### config.mk
export PLATFORM = sky130hd
export DESIGN_NAME = ordered_list_store_with_search_core
export DESIGN_NICKNAME = d
export VERILOG_FILES = /design/src/design/olss_pkg.sv /design/src/design/olss_out_reg.sv /design/src/design/ordered_list_store_with_search_core.sv
export SDC_FILE = /design/constraint.sdc
export NUM_CORES = 1
export LEC_CHECK = 0
export BUFFER_PORTS_ARGS = -buffer_cell sky130_fd_sc_hd__buf_2
export CAP_MARGIN = 30
export CORE_MARGIN = 8
export CORE_UTILIZATION = 55
export DETAILED_ROUTE_END_ITERATION = 8
export GPL_TIMING_DRIVEN = 0
export PLACE_DENSITY = 0.74
export SLEW_MARGIN = 20
export SYNTH_ARGS = -nofsm -noshare
export SYNTH_HDL_FRONTEND = slang
export SYNTH_SLANG_ARGS = --single-unit
export TNS_END_PERCENT = 30
### constraint.sdc
create_clock -name clk -period 4.95 [get_ports clk]
set_input_delay 1.485 -clock clk [delete_from_list [all_inputs] [get_ports clk]]
set_output_delay 1.485 -clock clk [all_outputs]
set_load 0.1 [all_outputs]
### src/design/olss_pkg.sv
// shared types, operation and status codes for the ordered list store
package olss_pkg;

  // fixed field widths
  localparam int unsigned MODE_W   = 3;
  localparam int unsigned VALUE_W  = 32;
  localparam int unsigned POS_W    = 5;
  localparam int unsigned STATUS_W = 3;
  localparam int unsigned COUNT_W  = 5;

  // default store depth
  localparam int unsigned DEFAULT_CAPACITY = 16;

  // operation codes
  localparam logic [MODE_W-1:0] MODE_APPEND  = 3'd0;
  localparam logic [MODE_W-1:0] MODE_DELETE  = 3'd1;
  localparam logic [MODE_W-1:0] MODE_COUNT   = 3'd2;
  localparam logic [MODE_W-1:0] MODE_SHOW    = 3'd3;
  localparam logic [MODE_W-1:0] MODE_EQUAL   = 3'd4;
  localparam logic [MODE_W-1:0] MODE_GREATER = 3'd5;
  localparam logic [MODE_W-1:0] MODE_LESS    = 3'd6;

  // result status codes
  localparam logic [STATUS_W-1:0] STAT_OK      = 3'd0;
  localparam logic [STATUS_W-1:0] STAT_ITEM    = 3'd1;
  localparam logic [STATUS_W-1:0] STAT_EMPTY   = 3'd2;
  localparam logic [STATUS_W-1:0] STAT_NOPOS   = 3'd3;
  localparam logic [STATUS_W-1:0] STAT_NOMATCH = 3'd4;
  localparam logic [STATUS_W-1:0] STAT_FULL    = 3'd5;

  // one result item
  typedef struct packed {
    logic [STATUS_W-1:0]       status;
    logic [POS_W-1:0]          item_position;
    logic signed [VALUE_W-1:0] item_value;
    logic [COUNT_W-1:0]        element_count;
    logic                      last;
  } olss_result_t;

  // assemble a result item
  function automatic olss_result_t mk_result(
    input logic [STATUS_W-1:0]       status,
    input logic [POS_W-1:0]          pos,
    input logic signed [VALUE_W-1:0] val,
    input logic [COUNT_W-1:0]        cnt,
    input logic                      last
  );
    olss_result_t r;
    r.status        = status;
    r.item_position = pos;
    r.item_value    = val;
    r.element_count = cnt;
    r.last          = last;
    return r;
  endfunction

endpackage

### src/design/olss_out_reg.sv
// output holding register for result requests
module olss_out_reg (
  input  logic                  clk,
  input  logic                  rst,
  input  logic                  push,
  input  olss_pkg::olss_result_t push_data,
  output logic                  can_push,
  output logic                  valid,
  input  logic                  ready,
  output olss_pkg::olss_result_t data
);
  import olss_pkg::*;

  // slot is free when empty or being drained this cycle
  assign can_push = !valid || ready;

  // valid flag
  always_ff @(posedge clk) begin
    if (rst) begin
      valid <= 1'b0;
    end else if (can_push) begin
      valid <= push;
    end
  end

  // payload
  always_ff @(posedge clk) begin
    if (push && can_push) begin
      data <= push_data;
    end
  end

endmodule

### src/design/ordered_list_store_with_search_core.sv
// top level: ordered list store with append, positional delete, count, show and search
//
// Requests enter on the s_ stream: s_tuser carries the operation, s_tdata the value
// and the 1-based delete position. Results leave on the m_ stream, one or more per
// request; m_tuser carries the status and m_tlast marks the final result of a request.
// A new request is taken only when the previous one has finished its work, but its
// results may still sit in the output register.
// Delete reads the removed entry, then moves each later entry down one place, one
// entry per cycle. Show and the searches walk the store through its single read port,
// one entry a cycle while no held match waits on a full output register. The store has
// one read and one write port, and its read data is registered.
// A search holds back its latest match so that the final one can carry tlast; a new
// match that must first send the held one pauses the walk, with the read data held,
// until the output register frees up. No result is lost or repeated under any stall.
// Reset empties the list (count to zero) and clears the control state; the store
// contents are not cleared and are never read before being written.
module ordered_list_store_with_search_core #(
  parameter int unsigned CAPACITY = olss_pkg::DEFAULT_CAPACITY
) (
  input  logic        clk,
  input  logic        rst,
  // request
  input  logic        s_tvalid,
  output logic        s_tready,
  input  logic [39:0] s_tdata,  // value[31:0], position[36:32], zero fill
  input  logic [2:0]  s_tuser,  // mode[2:0]
  // result
  output logic        m_tvalid,
  input  logic        m_tready,
  output logic [47:0] m_tdata,  // item_position[4:0], item_value[36:5],
                                // element_count[41:37], zero fill
  output logic [2:0]  m_tuser,  // status[2:0]
  output logic        m_tlast
);
  import olss_pkg::*;

  localparam int unsigned CNT_W = $clog2(CAPACITY + 1);
  localparam int unsigned IDX_W = (CAPACITY > 1) ? $clog2(CAPACITY) : 1;
  localparam int unsigned CMP_W = (CNT_W > POS_W) ? CNT_W + 1 : POS_W + 1;

  // sequencer states
  localparam logic [2:0] S_IDLE      = 3'd0;
  localparam logic [2:0] S_DEL_FIRST = 3'd1;
  localparam logic [2:0] S_DEL_SHIFT = 3'd2;
  localparam logic [2:0] S_SCAN      = 3'd3;
  localparam logic [2:0] S_SCAN_END  = 3'd4;
  localparam logic [2:0] S_EMIT      = 3'd5;

  logic [2:0]                state;
  logic [CNT_W-1:0]          count;
  logic [IDX_W-1:0]          ptr;
  logic [MODE_W-1:0]         op;
  logic signed [VALUE_W-1:0] key;
  logic [POS_W-1:0]          del_pos;
  logic signed [VALUE_W-1:0] removed;
  olss_result_t              res;
  logic                      pend_valid;
  logic [POS_W-1:0]          pend_pos;
  logic signed [VALUE_W-1:0] pend_val;

  // request fields
  logic [MODE_W-1:0]         in_mode;
  logic signed [VALUE_W-1:0] in_value;
  logic [POS_W-1:0]          in_position;

  assign in_mode     = s_tuser[MODE_W-1:0];
  assign in_value    = s_tdata[VALUE_W-1:0];
  assign in_position = s_tdata[VALUE_W+POS_W-1:VALUE_W];

  // value store
  logic signed [VALUE_W-1:0] mem [CAPACITY];
  logic                      mem_we;
  logic [IDX_W-1:0]          mem_waddr;
  logic signed [VALUE_W-1:0] mem_wdata;
  logic                      mem_re;
  logic [IDX_W-1:0]          mem_raddr;
  logic signed [VALUE_W-1:0] mem_rdata;

  always_ff @(posedge clk) begin
    if (mem_we) begin
      mem[mem_waddr] <= mem_wdata;
    end
    if (mem_re) begin
      mem_rdata <= mem[mem_raddr];
    end
  end

  // output register
  logic         push;
  olss_result_t push_data;
  logic         can_push;
  olss_result_t out_data;

  olss_out_reg u_out_reg (
    .clk       (clk),
    .rst       (rst),
    .push      (push),
    .push_data (push_data),
    .can_push  (can_push),
    .valid     (m_tvalid),
    .ready     (m_tready),
    .data      (out_data)
  );

  assign m_tdata = {6'd0, out_data.element_count, out_data.item_value,
                    out_data.item_position};
  assign m_tuser = out_data.status;
  assign m_tlast = out_data.last;

  assign s_tready = (state == S_IDLE);

  // derived counts and compares
  logic [CMP_W-1:0] cnt_ext;
  logic [CMP_W-1:0] pos_ext;
  logic [CMP_W-1:0] ptr1;
  logic [CMP_W-1:0] ptr2;
  logic [IDX_W-1:0] pos_idx;
  logic             full;
  logic             empty;
  logic             pos_bad;
  logic             more1;
  logic             more2;
  logic             match;
  logic             stall;
  logic [COUNT_W-1:0] cnt_inc;
  logic [COUNT_W-1:0] cnt_dec;
  logic [COUNT_W-1:0] cnt_out;

  assign cnt_ext = CMP_W'(count);
  assign pos_ext = CMP_W'(in_position);
  assign ptr1    = CMP_W'(ptr) + CMP_W'(1);
  assign ptr2    = CMP_W'(ptr) + CMP_W'(2);
  assign pos_idx = IDX_W'(pos_ext - CMP_W'(1));
  assign full    = (cnt_ext == CMP_W'(CAPACITY));
  assign empty   = (count == '0);
  assign pos_bad = (in_position == '0) || (pos_ext > cnt_ext);
  assign more1   = (ptr1 < cnt_ext);
  assign more2   = (ptr2 < cnt_ext);
  assign cnt_inc = COUNT_W'(cnt_ext + CMP_W'(1));
  assign cnt_dec = COUNT_W'(cnt_ext - CMP_W'(1));
  assign cnt_out = COUNT_W'(cnt_ext);

  // element test for show and searches
  always_comb begin
    unique case (op)
      MODE_SHOW:    match = 1'b1;
      MODE_EQUAL:   match = (mem_rdata == key);
      MODE_GREATER: match = (mem_rdata > key);
      MODE_LESS:    match = (mem_rdata < key);
      default:      match = 1'b0;
    endcase
  end

  // a new match must first send the held one
  assign stall = match && pend_valid && !can_push;

  // memory port and result push control
  always_comb begin
    mem_we    = 1'b0;
    mem_waddr = ptr;
    mem_wdata = mem_rdata;
    mem_re    = 1'b0;
    mem_raddr = ptr;
    push      = 1'b0;
    push_data = res;
    unique case (state)
      S_IDLE: begin
        if (s_tvalid) begin
          unique case (in_mode)
            MODE_APPEND: begin
              if (!full) begin
                mem_we    = 1'b1;
                mem_waddr = IDX_W'(count);
                mem_wdata = in_value;
              end
            end
            MODE_DELETE: begin
              if (!empty && !pos_bad) begin
                mem_re    = 1'b1;
                mem_raddr = pos_idx;
              end
            end
            MODE_SHOW, MODE_EQUAL, MODE_GREATER, MODE_LESS: begin
              if (!empty) begin
                mem_re    = 1'b1;
                mem_raddr = '0;
              end
            end
            default: ;
          endcase
        end
      end
      S_DEL_FIRST: begin
        if (more1) begin
          mem_re    = 1'b1;
          mem_raddr = IDX_W'(ptr1);
        end
      end
      S_DEL_SHIFT: begin
        mem_we    = 1'b1;
        mem_waddr = ptr;
        mem_wdata = mem_rdata;
        if (more2) begin
          mem_re    = 1'b1;
          mem_raddr = IDX_W'(ptr2);
        end
      end
      S_SCAN: begin
        if (!stall && more1) begin
          mem_re    = 1'b1;
          mem_raddr = IDX_W'(ptr1);
        end
        push      = match && pend_valid && can_push;
        push_data = mk_result(STAT_ITEM, pend_pos, pend_val, cnt_out, 1'b0);
      end
      S_EMIT: begin
        push = can_push;
      end
      default: ;
    endcase
  end

  // sequencer and count
  always_ff @(posedge clk) begin
    if (rst) begin
      state      <= S_IDLE;
      count      <= '0;
      pend_valid <= 1'b0;
    end else begin
      unique case (state)
        S_IDLE: begin
          if (s_tvalid) begin
            op  <= in_mode;
            key <= in_value;
            unique case (in_mode)
              MODE_APPEND: begin
                if (full) begin
                  res <= mk_result(STAT_FULL, '0, '0, cnt_out, 1'b1);
                end else begin
                  count <= count + CNT_W'(1);
                  res   <= mk_result(STAT_OK, POS_W'(cnt_inc), in_value, cnt_inc, 1'b1);
                end
                state <= S_EMIT;
              end
              MODE_DELETE: begin
                if (empty) begin
                  res   <= mk_result(STAT_EMPTY, '0, '0, cnt_out, 1'b1);
                  state <= S_EMIT;
                end else if (pos_bad) begin
                  res   <= mk_result(STAT_NOPOS, '0, '0, cnt_out, 1'b1);
                  state <= S_EMIT;
                end else begin
                  ptr     <= pos_idx;
                  del_pos <= in_position;
                  state   <= S_DEL_FIRST;
                end
              end
              MODE_COUNT: begin
                res   <= mk_result(STAT_OK, '0, '0, cnt_out, 1'b1);
                state <= S_EMIT;
              end
              MODE_SHOW, MODE_EQUAL, MODE_GREATER, MODE_LESS: begin
                if (empty) begin
                  res   <= mk_result(STAT_EMPTY, '0, '0, cnt_out, 1'b1);
                  state <= S_EMIT;
                end else begin
                  ptr        <= '0;
                  pend_valid <= 1'b0;
                  state      <= S_SCAN;
                end
              end
              default: ;
            endcase
          end
        end
        // removed value arrives, start moving later entries down or finish if it was the last
        S_DEL_FIRST: begin
          removed <= mem_rdata;
          if (more1) begin
            state <= S_DEL_SHIFT;
          end else begin
            count <= count - CNT_W'(1);
            res   <= mk_result(STAT_OK, del_pos, mem_rdata, cnt_dec, 1'b1);
            state <= S_EMIT;
          end
        end
        // one entry moved per cycle
        S_DEL_SHIFT: begin
          ptr <= ptr + IDX_W'(1);
          if (!more2) begin
            count <= count - CNT_W'(1);
            res   <= mk_result(STAT_OK, del_pos, removed, cnt_dec, 1'b1);
            state <= S_EMIT;
          end
        end
        // walk the list, holding back the latest match
        S_SCAN: begin
          if (!stall) begin
            if (match) begin
              pend_valid <= 1'b1;
              pend_pos   <= POS_W'(ptr1);
              pend_val   <= mem_rdata;
            end
            if (more1) begin
              ptr <= ptr + IDX_W'(1);
            end else begin
              state <= S_SCAN_END;
            end
          end
        end
        // final match carries last, or report no match
        S_SCAN_END: begin
          if (pend_valid) begin
            res <= mk_result(STAT_ITEM, pend_pos, pend_val, cnt_out, 1'b1);
          end else begin
            res <= mk_result(STAT_NOMATCH, '0, '0, cnt_out, 1'b1);
          end
          state <= S_EMIT;
        end
        S_EMIT: begin
          if (can_push) begin
            state <= S_IDLE;
          end
        end
        default: begin
          state <= S_IDLE;
        end
      endcase
    end
  end

endmodule
== Word-level counts from Yosys, hierarchy flattened ==
Memory sizes are Yosys's and may differ from the RTL's. A register that Yosys moved wholly into a read port is not among the register bits.
Cells that the tools add are included.

* Add/subtract/negate cells: 8
* Multiply operators: 0
* Div/mod/pow operators: 0
* Magnitude comparators: 5
* Equal/unequal tests: 36
* Shift-type cells: 0
* Muxes and demuxes: 73
* Bitwise operators: 4
* Reductions and logical operators: 32

{| class="wikitable"
|+ Operator list
! kind !! number
|-
| 2-to-1 mux 46 bit || 8
|-
| one-hot mux 46 bit (4 select lines) || 2
|-
| 2-to-1 mux 32 bit || 4
|-
| 2-to-1 mux 4 bit || 15
|-
| 2-to-1 mux 43 bit || 1
|-
| == test 32 bit || 1
|-
| > comparator 32 bit || 1
|-
| < comparator 32 bit || 1
|-
| 2-to-1 mux 3 bit || 9
|-
| 2-to-1 mux 5 bit || 5
|-
| == test 3 bit (second input constant) || 8
|-
| AND reduction 6 bit || 4
|-
| != test 2 bit (second input constant) || 10
|-
| one-hot mux 3 bit (6 select lines) || 1
|-
| 2-to-1 mux 1 bit || 16
|-
| one-hot mux 4 bit (2 select lines) || 2
|-
| one-hot mux 4 bit (4 select lines) || 1
|-
| AND reduction 8 bit || 2
|-
| == test 3 x 2 -> 1 bit (second input constant) || 5
|-
| one-hot mux 5 bit (3 select lines) || 1
|-
| one-hot mux 4 bit (3 select lines) || 1
|-
| adder 5 x 1 -> 5 bit (second input constant) || 2
|-
| logical NOT 5 bit || 2
|-
| < comparator 5 bit || 2
|-
| 30 further kinds || 54
|}

* Bits in registers: 215
* Bits in latches: 0
* Memory bits (writable): 512
* Memory bits (read-only): 0
* Input bits: 47
* Output and inout bits: 54
* Word-level logic and storage cells: 180
* Memories: 1

{| class="wikitable"
|+ Memory list
! name !! depth !! width !! read ports !! clocked after Yosys merged registers in !! wr ports !! RTL line !! RTL
|-
| mem || 16 || 32 || 1 || 1 || 1 || ordered_list_store_with_search_core.sv:71 || <nowiki>logic signed [VALUE_W-1:0] mem [CAPACITY];</nowiki>
|}

== Longest topological paths before layout ==
* Depth after elaboration: 8
* Mapped depth: 19

== Modules after synthesis ==
From an unflattened synthesis, not the netlist that was laid out.

* Cells, all modules: 2331
* Area total of the unflattened synthesis: 31925.6 um^2

{| class="wikitable"
|+ By module, submodules not included
! module !! instances !! cells an instance !! area an instance (um^2)
|-
| ordered_list_store_with_search_core || 1 || 2280 || 30489.2
|-
| olss_out_reg || 1 || 51 || 1436.4
|}

== Worst setup path after synthesis ==
Ideal clock, no wire load.

* Kind: register to register
* Start point: register mem_rdata[31], read port of mem
* End point: register mem_rdata[0], read port of mem (enable)
* Setup time: 0.466 ns
* Arrival: 4.807 ns
* Path slack: -0.322 ns
* Cell stages (with the launch flop): 10
* Clock period less this slack: 5.272 ns
* Path through: edfxtp_1 ha_1 nand4_2 or4_1 a211o_1 nand3_2 mux2i_1 a211oi_4 o21a_1 o21ai_0

* Cells in the longest elaborated chain, start to end: 8
* Elaborated cells on any way between the ends: 12
* Classes of those cells: order compare: 2; eq/ne: 1; mux: 5; reduce/logical: 4

{| class="wikitable"
|+ Ends and longest elaborated chain
! element !! RTL line !! RTL
|-
| start, declared || ordered_list_store_with_search_core.sv:77 || <nowiki>logic signed [VALUE_W-1:0] mem_rdata;</nowiki>
|-
| < comparator 32 bit (tied with other cells) || ordered_list_store_with_search_core.sv:149 || <nowiki>MODE_LESS: match = (mem_rdata < key);</nowiki>
|-
| one-hot mux 1 bit (4 select lines) (*) || ordered_list_store_with_search_core.sv:145 || <nowiki>unique case (op)</nowiki>
|-
| logical AND 1 bit (*) (2 in series) || ordered_list_store_with_search_core.sv:155 || <nowiki>assign stall = match && pend_valid && !can_push;</nowiki>
|-
| logical NOT 1 bit (*) || -- ||
|-
| logical AND 1 bit (*) || ordered_list_store_with_search_core.sv:209 || <nowiki>if (!stall && more1) begin</nowiki>
|-
| 2-to-1 mux 1 bit (*) || ordered_list_store_with_search_core.sv:209 ||
|-
| one-hot mux 1 bit (4 select lines) (*) || ordered_list_store_with_search_core.sv:166 || <nowiki>unique case (state)</nowiki>
|-
| named net mem_re || ordered_list_store_with_search_core.sv:75 || <nowiki>logic mem_re;</nowiki>
|}

Mark *: on every way through the listed nets, which the timed path passes. The rest lies on a longest branch.
A chain may end at the register's enable or synchronous reset.

== Final worst setup path ==
* Start point: register mem_rdata[27], read port of mem
* End point: register mem_rdata[23], read port of mem (data pin)

* Cells in the longest elaborated chain, start to end: 8
* Elaborated cells on any way between the ends: 12
* Classes of those cells: order compare: 2; eq/ne: 1; mux: 5; reduce/logical: 4

{| class="wikitable"
|+ Ends and longest elaborated chain
! element !! RTL line
|-
| < comparator 32 bit (tied with other cells) || ordered_list_store_with_search_core.sv:149
|-
| one-hot mux 1 bit (4 select lines) (*) || ordered_list_store_with_search_core.sv:145
|-
| logical AND 1 bit (*) (2 in series) || ordered_list_store_with_search_core.sv:155
|-
| logical NOT 1 bit (*) || --
|-
| logical AND 1 bit (*) || ordered_list_store_with_search_core.sv:209
|-
| 2-to-1 mux 4 bit or 2-to-1 mux 1 bit (tied branches) || ordered_list_store_with_search_core.sv:209
|-
| one-hot mux 4 bit (4 select lines) or one-hot mux 1 bit (4 select lines) (tied branches) || ordered_list_store_with_search_core.sv:166
|}

Mark *: on every way between the ends. The rest lies on a longest branch, timed or not.

==> key figures <==
Run status
  – Outcome: complete, but fails checks
  – Violated checks: setup timing

Finish
  – Most common cell after layout, fill and taps aside: edfxtp_1
  – Fin nets: roughly 2800
  – Fill cells: just over 4000
  – Final core utilization: 65.75%
  – Footprint of the multi-input gates: 9331 um2
  – Storage cell area: about 23000 um2
  – Antenna Diode Count: 0
  – Post-route cell area: ~39000 um2
  – Area Growth Syn to Fin: 18.47%
  – Fraction of layout cells with a size suffix above 1: between 20% and 30%
  – Commonest non-fill, non-tap cells in the layout: 748 x edfxtp_1, 239 x inv_1, 224 x nand2_1

Power
  – Sw Share: between 40 and 50%
  – Sequential Power Share: between 30% and 40%
  – Net switching power: around 13000 uW
  – Pint: between 15000 and 20000 uW
  – P per Cell Area: roughly 750 nW/um2
  – Leak: 0.01364 uW
  – Total Power: about 30000 uW
  – Clock network power share: 19.1%
  – Peak VDD IR: 0.0005881 V
  – Comb pwr share: 49.0%

Yosys
  – Unique masters post-synth: 73
  – FFs w/ async S/R, synth: 0%
  – Post-Syn Area: around 33000 um2
  – Mean Syn Cell Area: roughly 13 um2
  – Register bit total from synthesis: around 760
  – Yosys warns: 0
  – Sequential fraction of the synthesis area: around 70%
  – Post-Syn Instances: 2494
  – EDFF count, synth: approximately 750
  – Post-synth top flop: edfxtp_1

Clock network
  – Hold-fix buffers at CTS: 0
  – # clock sinks: roughly 760
  – Reg clk slew, reported paths: 0.06 ns
  – Clk buf depth: 3
  – CTS tree: yes
  – Clock Latency Late Sink: 0.64 ns
  – Root buf cell: clkbuf_16
  – H-tree depth: 3
  – TritonCTS Buffers: 76

Timing
  – Clk_skew: about 0.033 ns
  – Final worst slack: -0.07127 ns
  – Fin crit period: between 5 and 6 ns
  – Worst-Margin Slew: ~1.0 ns
  – RSZ-0062 raised after global routing: true
  – Hold_ws: between 0.5 and 0.6 ns
  – Final hold violation count: 0
  – Max Freq: approximately 200 MHz
  – Fin crit share: 101.4%
  – Pins Over Slew Limit: 0
  – Max-slew headroom: 32.53%
  – Final setup viols: 10

Worst setup path
  – Element type at the critical path end: flop
  – Worst R2R Path Depth: 15
  – Crit Reg-Reg Startpoint: mem_rdata[27]
  – Critical-path maximum fanout: 10
  – Critical Path RT: 5.29 ns
  – CP Data Arrival Time: ~5.4 ns
  – Startpoint types: flop
  – Worst setup path start: mem_rdata[27]
  – Setup Crit Path Kind: reg -> reg
  – Setup slack, reg-to-reg: -0.07 ns

Detailed routing
  – DRT Wirelength: 96890 um
  – DRC: 0
  – Avg Vias per Cell: 6.526
  – Initial detailed-routing violation count: 3134
  – Antenna Nets Post-Route: 0
  – Drt pass-1 iters: 6
  – Via total after detailed routing: 23234
  – Post-DR wirelength/cell: 27.22 um

Min path
  – WHS Path Cells: 2
  – Min-delay src: res[15]
  – Min-delay worst type: reg -> reg

Global route
  – Total gr overflow: 0
  – First-pass GRT wire length: 141100 um
  – Initial antenna violation count: 3
  – Largest net degree at the start of global routing: 29
  – Total Routing Usage GR: between 20% and 30%
  – Vias in the first global route: roughly 23000

Die
  – Starting Density: between 50% and 60%
  – Core box area: between 50000 and 60000 um2
  – Chip height: approximately 260 um
  – Die area: 67500 um2
  – Die width: 259.8 um
  – Number of cell rows: 89
  – Io pins: between 100 and 150

Placed design
  – GPL Wtd Cong: ~0.89
  – Port bufs: 91
  – Area after DPL: 34920 um2
  – Place WS: -1.366 ns
  – Dpl hpwl: 67850 um

Flow run
  – Number of max-cap violations: 0
[path summary, 6_finish.rpt]
| check | to |
|---|---|
| max | mem_rdata[23] |
| min | u_out_reg.data[15] |
| max reg2reg | mem_rdata[23] |
| min reg2reg | u_out_reg.data[15] |
[state kept, by name, summed over array words and instances, names as in the netlist]
name             count
cnt_out              5
state                3
del_pos              5
removed             32
mem_rdata           32
ptr                  4
u_out_reg.data      46
pend_valid           1
key                 32
op                   3
pend_val            32
mem                512
pend_pos             5
res                 45
u_out_reg.valid      1
[per-layer routing]
metal  part of all wire, %  global-route usage, %  up-vias
met1                    38                  36.89    11327
met3                    12                  6.271      259
met4                   4.0                  11.17        2
li1                      -                      -    10063
met5                 0.094                  1.023        -
met2                    47                  43.66     1583
[power groups by stage]
stage	Combinational (uW)	Sequential, uW	Clock [uW]
after global placement	11400	9490	0
after floorplan	6690	9920	0
after detailed placement	11900	9470	0
after global routing	14800	9360	5810
after CTS	12800	9310	5550
final	14300	9300	5560
[cell usage after synthesis, types with 10 or more instances]
cell type | instances | area share (%)
nand3_1 | 15 | 0.23
and2_1 | 10 | 0.19
xnor2_1 | 11 | 0.29
mux2_2 | 34 | 1.2
a31oi_1 | 135 | 2.6
nor3_1 | 205 | 3.1
a21oi_1 | 44 | 0.67
buf_2 | 30 | 0.46
dfxtp_1 | 10 | 0.61
inv_1 | 243 | 2.8
ha_1 | 52 | 2.0
or4_1 | 37 | 0.85
nor2_1 | 70 | 0.80
nand2_1 | 225 | 2.6
buf_1 | 19 | 0.22
nor4_1 | 66 | 1.3
a211oi_1 | 128 | 2.9
a2111oi_0 | 63 | 1.7
clkbuf_1 | 124 | 1.4
edfxtp_1 | 748 | 69
a222oi_1 | 34 | 1.0
o21ai_0 | 42 | 0.64
[layout make-up]
cell class | count | area share, %
Timing Repair Buffer | 156 | 3.496
Clock buffer | 89 | 5.198
Clock inverter | 43 | 0.9304
Inverter | 245 | 2.413
Tap cell | 773 | 2.497
Multi-Input combinational cell | 1310 | 24.09
Buffer | 186 | 2.859
Sequential cell | 758 | 58.51
[logic make-up after synthesis]
group	count (synthesis)	share of synthesized area [%]
AO/OA/AOI/OAI	518	11.48
XOR/XNOR	15	0.4018
adder cells (fa/ha/maj)	52	1.990
buffers and inverters	431	5.281
flip-flops	758	69.32
multiplexers	40	1.355
other	1	0.01147
AND/OR/NAND/NOR	679	10.16
[worst max-delay path, stage by stage, from the launching register on]
cell,delay (ns)
edfxtp_1,0.48
ha_4,0.31
nand4_1,0.18
or4_4,0.61
a211o_4,0.33
nand3_4,0.14
mux2_4,0.34
nor3_4,0.22
o2111ai_4,0.25
and3_1,0.30
buf_2,0.15
buf_2,0.21
buf_6,0.19
a211oi_1,0.36
nor4_1,0.16
or4_1,0.48
[metrics by stage]
step / cells / TNS (ns)
3_3_place_gp: 3363 / -1004.62
5_1_grt: 3560 / -1.316
2_1_floorplan: 2499 / -20.60
3_5_place_dp: 3389 / -38.93
4_1_cts: 3530 / -0.2867
6_report: 3560 / -0.2323
[what timing repair did]
item | CTS | global route
pin swaps | 8 | 22
setup buffers | 9 | 28
endpoints found under the setup margin | 32 | 32
gates resized for setup | 200 | 184
(Power assumes the default switching activity.)
